`config.mk`:
```
export PLATFORM = sky130hd
export DESIGN_NAME = tfn_front
export DESIGN_NICKNAME = d
export VERILOG_FILES = /design/src/tfn_pkg.sv /design/src/tfn_front.sv
export SDC_FILE = /design/constraint.sdc
export NUM_CORES = 1
export LEC_CHECK = 0
export BUFFER_PORTS_ARGS = -buffer_cell sky130_fd_sc_hd__buf_4
export CORE_MARGIN = 3
export CORE_UTILIZATION = 52
export DETAILED_ROUTE_END_ITERATION = 10
export GPL_TIMING_DRIVEN = 0
export PLACE_DENSITY_LB_ADDON = 0.2
export SLEW_MARGIN = 10
export SYNTH_ARGS = -nofsm -noshare
export SYNTH_HDL_FRONTEND = slang
export SYNTH_SLANG_ARGS = --single-unit
```
`constraint.sdc`:
```
create_clock -name clk -period 12.8 [get_ports clk]
set_clock_uncertainty 0.15 [all_clocks]
set_input_delay 1.92 -clock clk [delete_from_list [all_inputs] [get_ports clk]]
set_output_delay 1.92 -clock clk [all_outputs]
set_load 0.005 [all_outputs]
```
`src/tfn_pkg.sv`:
```
// shared types and constants for the triangle face normal block
package tfn_pkg;

	// opcodes of an input item
	localparam logic [1:0] OP_WRITE = 2'd0;
	localparam logic [1:0] OP_FACE  = 2'd1;
	localparam logic [1:0] OP_READ  = 2'd2;

	// result kinds
	localparam logic RK_FACE = 1'b0;
	localparam logic RK_READ = 1'b1;

	// fixed field widths
	localparam int IN_IDX_W = 12;
	localparam int POS_W    = 32;
	localparam int NRM_W    = 16;

	typedef enum logic [1:0] {
		KIND_WRITE,
		KIND_FACE,
		KIND_READ
	} kind_t;

	// one classified command, indices already reduced to the store depth
	typedef struct packed {
		kind_t                      kind;
		logic [IN_IDX_W-1:0]        vidx;
		logic [IN_IDX_W-1:0]        ca;
		logic [IN_IDX_W-1:0]        cb;
		logic [IN_IDX_W-1:0]        cc;
		logic signed [POS_W-1:0]    px;
		logic signed [POS_W-1:0]    py;
		logic signed [POS_W-1:0]    pz;
	} cmd_t;

	// queue head seen by the back end
	typedef struct packed {
		logic valid;
		cmd_t cmd;
	} fe_out_t;

	// back end status seen by the front end
	typedef struct packed {
		logic pop;
		logic clearing;
	} be_stat_t;

	typedef enum logic [4:0] {
		ST_CLEAR,
		ST_IDLE,
		ST_WRPOS,
		ST_RDA,
		ST_RDB,
		ST_RDC,
		ST_DIFF,
		ST_MULA,
		ST_MULB,
		ST_SUB,
		ST_MAG,
		ST_NORM,
		ST_SQ,
		ST_SQRT,
		ST_DIVL,
		ST_DIV,
		ST_WB,
		ST_RDN,
		ST_RDN2
	} be_state_t;

endpackage

```
`src/tfn_front.sv`:
```
// front end: takes commands, classifies them and queues them for the back end
module tfn_front #(
	parameter int VERTEX_DEPTH = 4096
) (
	input  logic                               clk,
	input  logic                               arst_n,
	input  logic                               start,
	output logic                               busy,
	input  logic [1:0]                         opcode,
	input  logic [tfn_pkg::IN_IDX_W-1:0]       vertex_index,
	input  logic signed [tfn_pkg::POS_W-1:0]   pos_x,
	input  logic signed [tfn_pkg::POS_W-1:0]   pos_y,
	input  logic signed [tfn_pkg::POS_W-1:0]   pos_z,
	input  logic [tfn_pkg::IN_IDX_W-1:0]       corner_a,
	input  logic [tfn_pkg::IN_IDX_W-1:0]       corner_b,
	input  logic [tfn_pkg::IN_IDX_W-1:0]       corner_c,
	input  tfn_pkg::be_stat_t                  stat,
	output tfn_pkg::fe_out_t                   head
);

	tfn_pkg::cmd_t fifo_q [2];
	logic          wp_q;
	logic          rp_q;
	logic [1:0]    cnt_q;
	logic          accept;
	logic          push;
	tfn_pkg::cmd_t cmd_new;

	// reduce an index modulo the store depth by restoring subtraction
	function automatic logic [tfn_pkg::IN_IDX_W-1:0] reduce_idx(
		input logic [tfn_pkg::IN_IDX_W-1:0] v
	);
		logic [31:0] r;
		logic [31:0] lim;
		r = 32'(v);
		for (int k = tfn_pkg::IN_IDX_W - 1; k >= 0; k--) begin
			lim = 32'(VERTEX_DEPTH) << k;
			if (r >= lim) begin
				r = r - lim;
			end
		end
		return r[tfn_pkg::IN_IDX_W-1:0];
	endfunction

	// transfer and classification
	assign busy   = (cnt_q == 2'd2) || stat.clearing;
	assign accept = start && !busy;

	always_comb begin
		cmd_new.vidx = reduce_idx(vertex_index);
		cmd_new.ca   = reduce_idx(corner_a);
		cmd_new.cb   = reduce_idx(corner_b);
		cmd_new.cc   = reduce_idx(corner_c);
		cmd_new.px   = pos_x;
		cmd_new.py   = pos_y;
		cmd_new.pz   = pos_z;
		push         = 1'b0;
		cmd_new.kind = tfn_pkg::KIND_WRITE;
		case (opcode)
			tfn_pkg::OP_WRITE: begin
				cmd_new.kind = tfn_pkg::KIND_WRITE;
				push         = accept;
			end
			tfn_pkg::OP_FACE: begin
				cmd_new.kind = tfn_pkg::KIND_FACE;
				push         = accept;
			end
			tfn_pkg::OP_READ: begin
				cmd_new.kind = tfn_pkg::KIND_READ;
				push         = accept;
			end
			default: begin
				push = 1'b0;
			end
		endcase
	end

	// queue storage
	always_ff @(posedge clk) begin
		if (push) begin
			fifo_q[wp_q] <= cmd_new;
		end
	end

	// queue pointers and fill count
	always_ff @(posedge clk or negedge arst_n) begin
		if (!arst_n) begin
			wp_q  <= 1'b0;
			rp_q  <= 1'b0;
			cnt_q <= 2'd0;
		end else begin
			if (push) begin
				wp_q <= !wp_q;
			end
			if (stat.pop) begin
				rp_q <= !rp_q;
			end
			if (push && !stat.pop) begin
				cnt_q <= cnt_q + 2'd1;
			end else if (!push && stat.pop) begin
				cnt_q <= cnt_q - 2'd1;
			end
		end
	end

	assign head.valid = (cnt_q != 2'd0);
	assign head.cmd   = fifo_q[rp_q];

endmodule

```
; ---- Word-level counts from Yosys, hierarchy flattened
; Memories as Yosys holds them, arrays and structs flattened.
; Index checks and enable logic that the tools add are counted.
[totals]
regBits = 4
ram_bits = 292
output_inout_bits = 148
memories = 1
[classes]
addsub = 2
eq_ne = 3
muxes = 6
n_reduce_logical = 13
[memory_table]
columns = name, depth, width, rd, rd_clocked_by_memory_dff, wr, line_no
row1 = fifo_q, 2, 146, 1, 0, 1, tfn_front.sv:21  ; tfn_pkg::cmd_t fifo_q [2];
[op_table]
columns = operator, count
row1 = zero test 1 bit, 5
row2 = equality test 2 bit (second input constant), 2
row3 = 2-to-1 mux 2 bit, 2
row4 = case mux 2 bit (2 select lines), 1
row5 = nonzero test 2 bit, 2
row6 = logical AND 1 bit, 3
row7 = 2-to-1 mux 1 bit, 3
row8 = OR reduction 3 bit, 1
row9 = adder 2 x 1 -> 2 bit (second input constant), 1
row10 = equality test 2 x 1 -> 1 bit (second input constant), 1
row11 = zero test 2 bit, 1
row12 = subtractor 2 x 1 -> 2 bit (second input constant), 1
row13 = logical OR 1 bit, 1

; ---- Depth between registers and ports, before layout
[depth]
word_depth = 9
mapped_depth = 6
mapped_depth_nobuf = 6

; ---- Least setup slack after synthesis
; Ideal clock, no wire load.
[synth_timing]
kind = in2reg
start = input start
end = memory fifo_q[0][0] (netlist bit) (enable)
setup_ns = 0.832
arrival_ns = 11.998
required_ns = 11.818
slack_ns = -0.180
cell_stages = 2
path_cell_list = a21bo_2 > nor3_1
[synth_between]
elab_chain_len = 4
[synth_lines]
columns = element, line_no
row1 = start: declaration, tfn_front.sv:7  ; input logic start,
row2 = logical AND 1 bit, tfn_front.sv:47  ; assign accept = start && !busy;
row3 = 2-to-1 mux 1 bit, tfn_front.sv:59  ; case (opcode)
row4 = 2-to-1 mux 1 bit, tfn_front.sv:80  ; if (push) begin
row5 = 2-to-1 mux 1 bit (implied by the code), tfn_front.sv:81  ; fifo_q[wp_q] <= cmd_new;
row6 = end: declaration, tfn_front.sv:21
; Every way passes these cells.

; ---- Worst setup path after layout
[layout_timing]
start = input stat[0] (netlist bit)
end = output busy
[layout_between]
elab_chain_len = 1
[layout_lines]
columns = element, line_no
row1 = start: declaration, tfn_front.sv:17  ; input tfn_pkg::be_stat_t stat,
row2 = logical OR 1 bit, tfn_front.sv:46  ; assign busy = (cnt_q == 2'd2) || stat.clearing;
row3 = end: declaration, tfn_front.sv:8  ; output logic busy,
; Every way passes these cells.

==> results.yml <==
run:
  cap_violations: 0
clocking:
  clock_latency_ps: 530
  post_cts_buffers: 0
  cts_root_buf: "clkbuf_16"
  cts_buffer_depth: 3
  cts_hold_buf: 0
  cts_tree: "yes"
  htree_levels: 1
  cts-resized-gates: 0
  cts_buffers: 29
  cts_num_sinks: 296
  clk_pin_slew_worst_paths_ps: 60
routing:
  drt_iter0_drc: 250
  wl_met2_um: 10900
  routedWlPerCell_um: 19.0
  drt_wl_total_um: 21100
  m1WireLength_um: 7650
  wl_met3_um: 1970
  vias_per_cell: 5.02
  drt-pass1-iter-count: 4
  drc: 0
  highest_layer: "met4"
  antenna_left: 0
  vias: 5556
critical_path:
  critical_path.max_fanout: 2
  required_ps: 10730
  cp-start-kind: "input pin"
  cp.arrival_ps: 2400
  end_kind: "output port"
  crit_type: "input pin to output port"
synthesis:
  synth_cell_types: 17
  synth-edff-count: 292
  syn_nets: 627
  synth_seq_cells: 296
  yosys_warnings: 0
  yosysMostFrequentCell: "edfxtp_1"
  synth_top_area_share: 0.810
  synthTopCellsByArea: "edfxtp_1, mux2_2, buf_6, dfrtp_1, xor2_1"
  ys.flop_type: "edfxtp_1"
  synth.yosys.seq_area_share: 0.820
  avgSynthCellArea_um2: 22.8
  synth_top_cell_by_area: "edfxtp_1"
  synth_area_mm2: 0.0108
  synth_top_cells_by_count: "edfxtp_1, mux2_2, buf_6"
  synthArstFlopShare: 0.0135
  syn-instance-count: 475
die:
  initial_core_util: 0.531
  fp.coreArea_mm2: 0.0204
  dieArea_mm2: 0.0226
  die_height_um: 150
  io_pins: 299
  placementRows: 52
  chipWidth_um: 150
power_and_ir_drop:
  cellPowerDensity_mw_per_mm2: 190
  leakagePower_nw: 5.40
  p_total_mw: 2.76
  vdd_ir_drop_max_mv: 0.128
global_routing:
  grt.total_usage: 0.177
  grt_max_degree: 63
  gr-total-overflow: 0
  grt_pass1_wl_um: 30700
  grt_pass1_vias: 5814
  antenna_found_initial: 0
timing:
  period_minus_slack_ps: 4470
  setup_violations: 0
  min_period_over_period: 0.349
  final.setup.tns_ps: 0
  max_freq_mhz: 224
  slew_headroom: 0.603
  slew_viol_final: 0
  hold_viol_final: 0
  worst_pin_slew_ps: 594
  grt_setup_unrepaired: "false"
place:
  hpwl_um: 14900
  portBuffers: 298
  gp_congestion: 0.734
worst_hold_path:
  min_path_type: "flop to flop"
status:
  outcome: "completed"
cells_and_area:
  syn2layout_area_growth_pct: 34.1
  nFillCells: 1290
  drive_above_1_share: 0.614
  nNetsFinal: 968
  final_util: 0.713
layout by cell type (no fill, tap or decap):
cell and n:
diode_2 1, mux2_2 146, clkbuf_16 29, inv_1 2, edfxtp_1 292, and2_4 1, ha_1 1, bufinv_16 1
a21o_1 1, inv_6 1, buf_2 1, clkbuf_8 3, clkinvlp_4 1, a211oi_4 1, xnor2_1 1, buf_4 298
nor2_1 1, buf_6 16, clkinv_2 1, or2_2 1, clkbuf_1 14, nor3_4 1, nor2b_1 2, buf_16 4
dfrtp_1 4, a21bo_2 1, clkinv_1 1, xor2_1 4, buf_8 7
worst max-delay path, cell delays in order:
cell	delay, ps
buf_4	130
a21o_1	200
buf_4	160
per-stage QoR:
| step | hold WS, ps | setup slack (ps) | cells | cell area, um^2 |
|---|---|---|---|---|
| after floorplan | 324 | 4330 | 475 | 10800 |
| after global placement | 337 | 1650 | 1043 | 13400 |
| after detailed placement | 394 | 8340 | 1055 | 13600 |
| after CTS | 403 | 8340 | 1106 | 14500 |
| after global routing | 440 | 8320 | 1106 | 14500 |
| final | 400 | 8330 | 1107 | 14500 |
worst paths after layout:
kind,startpoint,to,slack [ps],depth (start not counted)
worst min-delay path,cnt_q[0]$_DFFE_PN0P_,cnt_q[0]$_DFFE_PN0P_,400,1
max in group asynchronous,arst_n,wp_q$_DFFE_PN0N_,11380,1
worst min register to register,cnt_q[0]$_DFFE_PN0P_,cnt_q[0]$_DFFE_PN0P_,400,1
worst max-delay path,stat[0],busy,8330,3
min in group asynchronous,arst_n,cnt_q[1]$_DFFE_PN0P_,1020,1
worst max register to register,cnt_q[0]$_DFFE_PN0P_,fifo_q[0][47]$_DFFE_PP_,10440,6
sequential cells by signal (all words and copies together) (netlist names):
signal,flops
cnt_q,2
rp_q,1
fifo_q,292
wp_q,1
metal layers:
layer / track usage / vias to the layer above
li1: - / 2570
met1: 0.212 / 2740
met2: 0.311 / 208
met3: 0.0494 / 38
met4: 0.0581 / 0
met5: 0 / -
cells by family after synthesis:
family | synth area share
AOI/OAI and AO/OA | 0.00347
xor gates and xnor gates | 0.00405
adders and majority gates | 0.00116
buffers and inverters | 0.0168
DFF | 0.820
muxes | 0.152
and+or+nand+nor | 0.00312
power by group:
| group | switching (mW) | internal [mW] | leakage, nW |
|---|---|---|---|
| Sequential | 0.0254 | 1.17 | 2.70 |
| Clock | 0.319 | 0.455 | 0.420 |
| Combinational | 0.322 | 0.464 | 2.27 |
area by class of cell:
| class | count | area (um^2) | area share |
|---|---|---|---|
| diodes | 1 | 2.50 | 0.000172 |
| repair buffers | 310 | 2460 | 0.170 |
| flip-flops and latches | 296 | 8870 | 0.611 |
| clock inverters | 5 | 55.1 | 0.00379 |
| clock buffers | 46 | 820 | 0.0565 |
| plain buffers | 16 | 174 | 0.0120 |
| multi-input cells | 161 | 1790 | 0.123 |
| inverters | 2 | 7.51 | 0.000517 |
| well taps | 270 | 338 | 0.0233 |
No activity file was read; power rests on OpenSTA's default activity.
